`config.mk`:
```
export PLATFORM = sky130hd
export DESIGN_NAME = prfi_root_div
export DESIGN_NICKNAME = d
export VERILOG_FILES = /design/src/rtl/prfi_pkg.sv /design/src/rtl/prfi_root_div.sv
export SDC_FILE = /design/constraint.sdc
export NUM_CORES = 1
export LEC_CHECK = 0
export BUFFER_PORTS_ARGS = -buffer_cell sky130_fd_sc_hd__buf_4
export CAP_MARGIN = 10
export CORE_UTILIZATION = 55
export DETAILED_ROUTE_END_ITERATION = 10
export PLACE_DENSITY = 0.77
export SLEW_MARGIN = 20
export SYNTH_ARGS = -nofsm -noshare
export SYNTH_HDL_FRONTEND = slang
export SYNTH_SLANG_ARGS = --single-unit
```
`constraint.sdc`:
```
create_clock -name clk -period 12.3 [get_ports clk]
set_input_delay 1.23 -clock clk [delete_from_list [all_inputs] [get_ports clk]]
set_output_delay 1.23 -clock clk [all_outputs]
set_load 0.02 [all_outputs]
```
`src/rtl/prfi_pkg.sv`:
```
// Shared types and constants for the particle radial force integrator.
package prfi_pkg;

    // Item commands
    typedef enum logic [1:0] {
        CMD_REPEL   = 2'd0,
        CMD_ATTRACT = 2'd1,
        CMD_TICK    = 2'd2,
        CMD_PLACE   = 2'd3
    } cmd_t;

    localparam int COORD_BITS_DEF = 24;
    localparam logic [15:0] DAMP_RESET = 16'd32768;

    // Iteration counts of the shared root/divide unit
    localparam int SQRT_STEPS = 32;
    localparam int DIV_QBITS  = 17;

    // Request to the root/divide unit
    typedef struct packed {
        logic        start;
        logic        sqrt_mode;
        logic [63:0] operand;
        logic [31:0] divisor;
    } prfi_req_t;

    // Status from the root/divide unit
    typedef struct packed {
        logic        busy;
        logic        done;
        logic [31:0] result;
    } prfi_rsp_t;

endpackage

```
`src/rtl/prfi_root_div.sv`:
```
// Iterative square root / restoring divider, one result bit per cycle.
module prfi_root_div (
    input  logic                clk,
    input  logic                rst_n,
    input  prfi_pkg::prfi_req_t req,
    output prfi_pkg::prfi_rsp_t rsp
);
    import prfi_pkg::*;

    logic        busy_reg;
    logic        done_reg;
    logic [5:0]  cnt_reg;
    logic        mode_reg;
    logic [63:0] work_reg;
    logic [63:0] root_reg;
    logic [63:0] bit_reg;

    logic [63:0] cand;
    logic [63:0] trial;
    logic [63:0] diff;
    logic        ge;

    // Pick the trial subtraction for the current mode
    always_comb
    begin
        if (mode_reg)
        begin
            cand  = work_reg;
            trial = root_reg + bit_reg;
        end
        else
        begin
            cand  = {31'b0, work_reg[31:0], root_reg[DIV_QBITS-1]};
            trial = {32'b0, bit_reg[31:0]};
        end
        ge   = (cand >= trial);
        diff = cand - trial;
    end

    // Hold control: busy flag, step count and done pulse
    always_ff @(posedge clk or negedge rst_n)
    begin
        if (!rst_n)
        begin
            busy_reg <= 1'b0;
            done_reg <= 1'b0;
            cnt_reg  <= '0;
        end
        else
        begin
            done_reg <= 1'b0;
            if (req.start && !busy_reg)
            begin
                busy_reg <= 1'b1;
                cnt_reg  <= req.sqrt_mode ? 6'(SQRT_STEPS - 1) : 6'(DIV_QBITS - 1);
            end
            else if (busy_reg)
            begin
                if (cnt_reg == 6'd0)
                begin
                    busy_reg <= 1'b0;
                    done_reg <= 1'b1;
                end
                else
                begin
                    cnt_reg <= cnt_reg - 6'd1;
                end
            end
        end
    end

    // Load operands, then advance one digit per cycle
    always_ff @(posedge clk)
    begin
        if (req.start && !busy_reg)
        begin
            mode_reg <= req.sqrt_mode;
            if (req.sqrt_mode)
            begin
                work_reg <= req.operand;
                root_reg <= '0;
                bit_reg  <= 64'h4000_0000_0000_0000;
            end
            else
            begin
                work_reg <= req.operand >> DIV_QBITS;
                root_reg <= 64'(req.operand[DIV_QBITS-1:0]);
                bit_reg  <= 64'(req.divisor);
            end
        end
        else if (busy_reg)
        begin
            if (mode_reg)
            begin
                if (ge)
                begin
                    work_reg <= diff;
                    root_reg <= (root_reg >> 1) + bit_reg;
                end
                else
                begin
                    root_reg <= root_reg >> 1;
                end
                bit_reg <= bit_reg >> 2;
            end
            else
            begin
                work_reg <= ge ? diff : cand;
                root_reg <= {root_reg[62:0], ge};
            end
        end
    end

    assign rsp.busy   = busy_reg;
    assign rsp.done   = done_reg;
    assign rsp.result = mode_reg ? root_reg[31:0] : 32'(root_reg[DIV_QBITS-1:0]);

endmodule

```
==> reports/results.txt <==
Layout Utilization = 0.6005
ys flop type = edfxtp_1
setup TNS = 0 ns
Compound-Gate Fraction of Synth Area = 0.2642
worst r2r src = bit_reg[0]$_DFFE_PP_
Die Area = 38960 um2
fillers = 3423
worst r2r dst = work_reg[62]$_DFFE_PP_
hold endpoint = done_reg$_DFF_PN0_
IO buf count = 133
Final ANT Viol Nets = 0
CP Capture Type = flip-flop
Total Nets Final = 2819
Syn Nets = 2822
Async S/R FF share, synth = 0.04324
Synth Area in Simple Gates = 0.2060
Slew headroom = 0.2634
fmax = 127.5 MHz
FF+latch count, synth = 185
HP Class = flip-flop to flip-flop
sequential share of the synthesized area = 0.2627
synthesized instance count = 2557
worst hold stages = 1
area grow syn2layout = 7.479%
data required time of the worst path = 12.60 ns
Crit Path Class = flip-flop to flip-flop
first-pass GRT wire length = 106.8 mm
io pins = 134
Non-Filler Instances = 3078
mux cell area share after synthesis = 0.05656
CTS max path bufs = 2
H-tree Lvls = 4
DRT Pass-1 Iters = 7
clock skew = 0.01926 ns
Worst Max-Slew Pin Slew = 1.105 ns
CORE AREA = 37580 um2
status = complete, no violations
routability-driven placement congestion ratio = 0.9926
grt total ovfl = 0
CTS tree = built
Die X = 197.4 um
later-pin clock latency in the skew report = 0.48 ns
Die Ht = 197.4 um
number of global-route vias before repair = 19238
Root Driver = clkbuf_16
largest family of logic cells by synthesized area = compound AO/OA/AOI/OAI gates
Fin. Hold Viols = 0
starting density of the core = 0.5587
hpwl dp = 51.95 mm
Post-CTS Hold Fix Bufs = 0
critical path peak fanout = 44
Inst Count DP = 3046
hold_sp = cnt_reg[5]$_DFFE_PN0P_
via count = 20233
Post-synth EDFFs = 177
adder-cell share of the synthesized area = 0.09940
antenna violations before repair = 0
Final setup viols = 0
Tmin final = 7.842 ns
Yosys cell types = 101
RSZ-0062 raised after global routing = false
GRT Total Usage = 0.3529
Iter 0 DRT Violations = 1937
Tcrit/Tclk final = 0.6376
MaxCap Viol Count = 0
Gates resized, CTS repair = 0
Ys Warns = 0
Post-CTS Repair Setup Buffers = 0
crit start category = flip-flop
R2R depth = 24
vias per cell = 6.573
WL per Instance = 22.31 um
final WL = 68.68 mm
DRC Markers = 0
CTS Buf Count = 17
xor-xnor portion of the synthesized cell area = 0.06549
crit path DAT = 8.14 ns
Post-Syn Area per Cell = 8.211 um2
antenna diode count = 0
clock slew seen by the registers of the worst setup and hold paths = 0.08 ns
Post-Syn Area = 21000 um2
Reg2Reg Setup Slack = 4.46 ns
clk sinks = 185
share of layout cells above drive strength 1 = 0.1044
final slew viol count = 0
largest net degree at the start of global routing = 182
# rows = 71
-- per-stage QoR --
step | worst slack, ns | cell area (um2) | hold slack (ns)
floorplan | 3.752 | 21000 | 0.4551
global placement | 4.862 | 22000 | 0.4901
detailed placement | 4.752 | 22000 | 0.4897
CTS | 4.692 | 22570 | 0.5015
global route | 3.999 | 22570 | 0.5189
finish | 4.458 | 22570 | 0.4982
-- routing by layer --
layer / wire length, um / vias up / track usage
met1: 27810 / 9653 / 0.4385
met2: 33090 / 886 / 0.5992
met4: 3653 / 0 / 0.1935
li1: - / 9520 / -
met3: 4124 / 174 / 0.03722
met5: 0 / - / 0
-- area by class of cell --
cell class              count  area, um2  share of cell area
flip-flops and latches    185       5515              0.2444
inverters                  49      186.4            0.008262
clock buffers              18      429.2             0.01902
clock inverters            14      133.9            0.005933
multi-input cells        2155      14550              0.6449
repair buffers            146       1109             0.04913
well taps                 511      639.4             0.02833
-- synth_stat cells, drive strengths merged, types with 6 or more instances --
library cell | count | area [um2]
a211o | 8 | 70.07
a211oi | 47 | 372.9
a21boi | 13 | 101.4
a21o | 97 | 728.2
a21oi | 240 | 1235
a221oi | 7 | 67.56
a22oi | 6 | 50.05
a311oi | 6 | 52.55
a31o | 7 | 61.31
a31oi | 51 | 331.6
and2 | 82 | 513.0
and3 | 30 | 187.7
and4 | 9 | 81.33
buf | 63 | 380.4
clkbuf | 105 | 395.4
dfrtp | 8 | 200.2
edfxtp | 177 | 5315
ha | 162 | 2027
inv | 47 | 176.4
mux2 | 37 | 416.7
mux2i | 77 | 770.7
nand2 | 311 | 1170
nand2b | 22 | 137.6
nand3 | 54 | 270.3
nand3b | 53 | 397.9
nand4 | 36 | 225.2
nor2 | 161 | 604.3
nor2b | 34 | 212.7
nor3 | 30 | 155.1
nor3b | 7 | 52.55
nor4 | 11 | 90.08
o211ai | 46 | 350.3
o21a | 19 | 142.6
o21ai | 185 | 955.9
o21bai | 31 | 244.0
o22ai | 13 | 81.33
o311ai | 7 | 68.82
o31ai | 20 | 182.7
o41ai | 6 | 78.83
or3 | 14 | 87.58
xnor2 | 99 | 867.1
xor2 | 58 | 508.0
-- worst max-delay path by stage --
stage                               startpoint                endpoint  slack (ns)  depth (start not counted)
finish                    bit_reg[0]$_DFFE_PP_  work_reg[62]$_DFFE_PP_        4.46                         24
global route              bit_reg[0]$_DFFE_PP_  work_reg[63]$_DFFE_PP_        4.00                         27
CTS                     root_reg[15]$_DFFE_PP_  work_reg[63]$_DFFE_PP_        4.69                         25
detailed placement       bit_reg[15]$_DFFE_PP_  work_reg[63]$_DFFE_PP_        4.75                         25
global placement          bit_reg[0]$_DFFE_PP_  work_reg[63]$_DFFE_PP_        4.86                         26
floorplan           root_reg[26]$_SDFFCE_PP0P_   work_reg[0]$_DFFE_PP_        3.75                         24
-- placed cells by master, fill, tap and decap left out, types with 34 or more instances in the layout --
cell type and instances:
a211oi_1 43, a21o_1 97, a21oi_1 233, a31oi_1 48, and2_1 81, buf_4 145, edfxtp_1 177, ha_1 162
inv_1 45, mux2_2 36, mux2i_1 77, nand2_1 309, nand3_1 54, nand3b_1 53, nand4_1 36, nor2_1 161
nor2b_1 34, o211ai_1 45, o21ai_0 172, xnor2_1 99, xor2_1 58
-- worst max-delay path, stage by stage, from the launching register on --
cell	delay, ns
edfxtp_1	0.38
ha_1	0.21
inv_1	0.06
fa_1	0.37
nor2b_1	0.17
o21ai_1	0.10
a211oi_1	0.41
o311ai_1	0.17
a31oi_1	0.34
o21ai_0	0.20
o21ai_1	0.34
a32oi_1	0.25
nor3_1	0.25
mux2i_1	0.22
nor2_1	0.10
ha_1	0.41
nand4_1	0.28
nor4_1	0.59
nand3_1	0.26
nor4_2	0.30
a211oi_4	0.10
buf_4	0.30
nand2_1	0.61
nand2_1	0.77
o31ai_2	0.42
-- cells by family (layout without fill, tap and decap cells) --
kind of cell	Yosys count	count (layout)
AO/OA/AOI/OAI	847	847
XOR/XNOR	157	157
adder cells (fa/ha/maj)	165	165
buffers and inverters	217	227
flip-flops	185	185
multiplexers	114	114
AND/OR/NAND/NOR	872	872
Power is left out: the tool's default activity adds up to more than one toggle a clock period on the data nets, which glitch-free logic cannot reach.
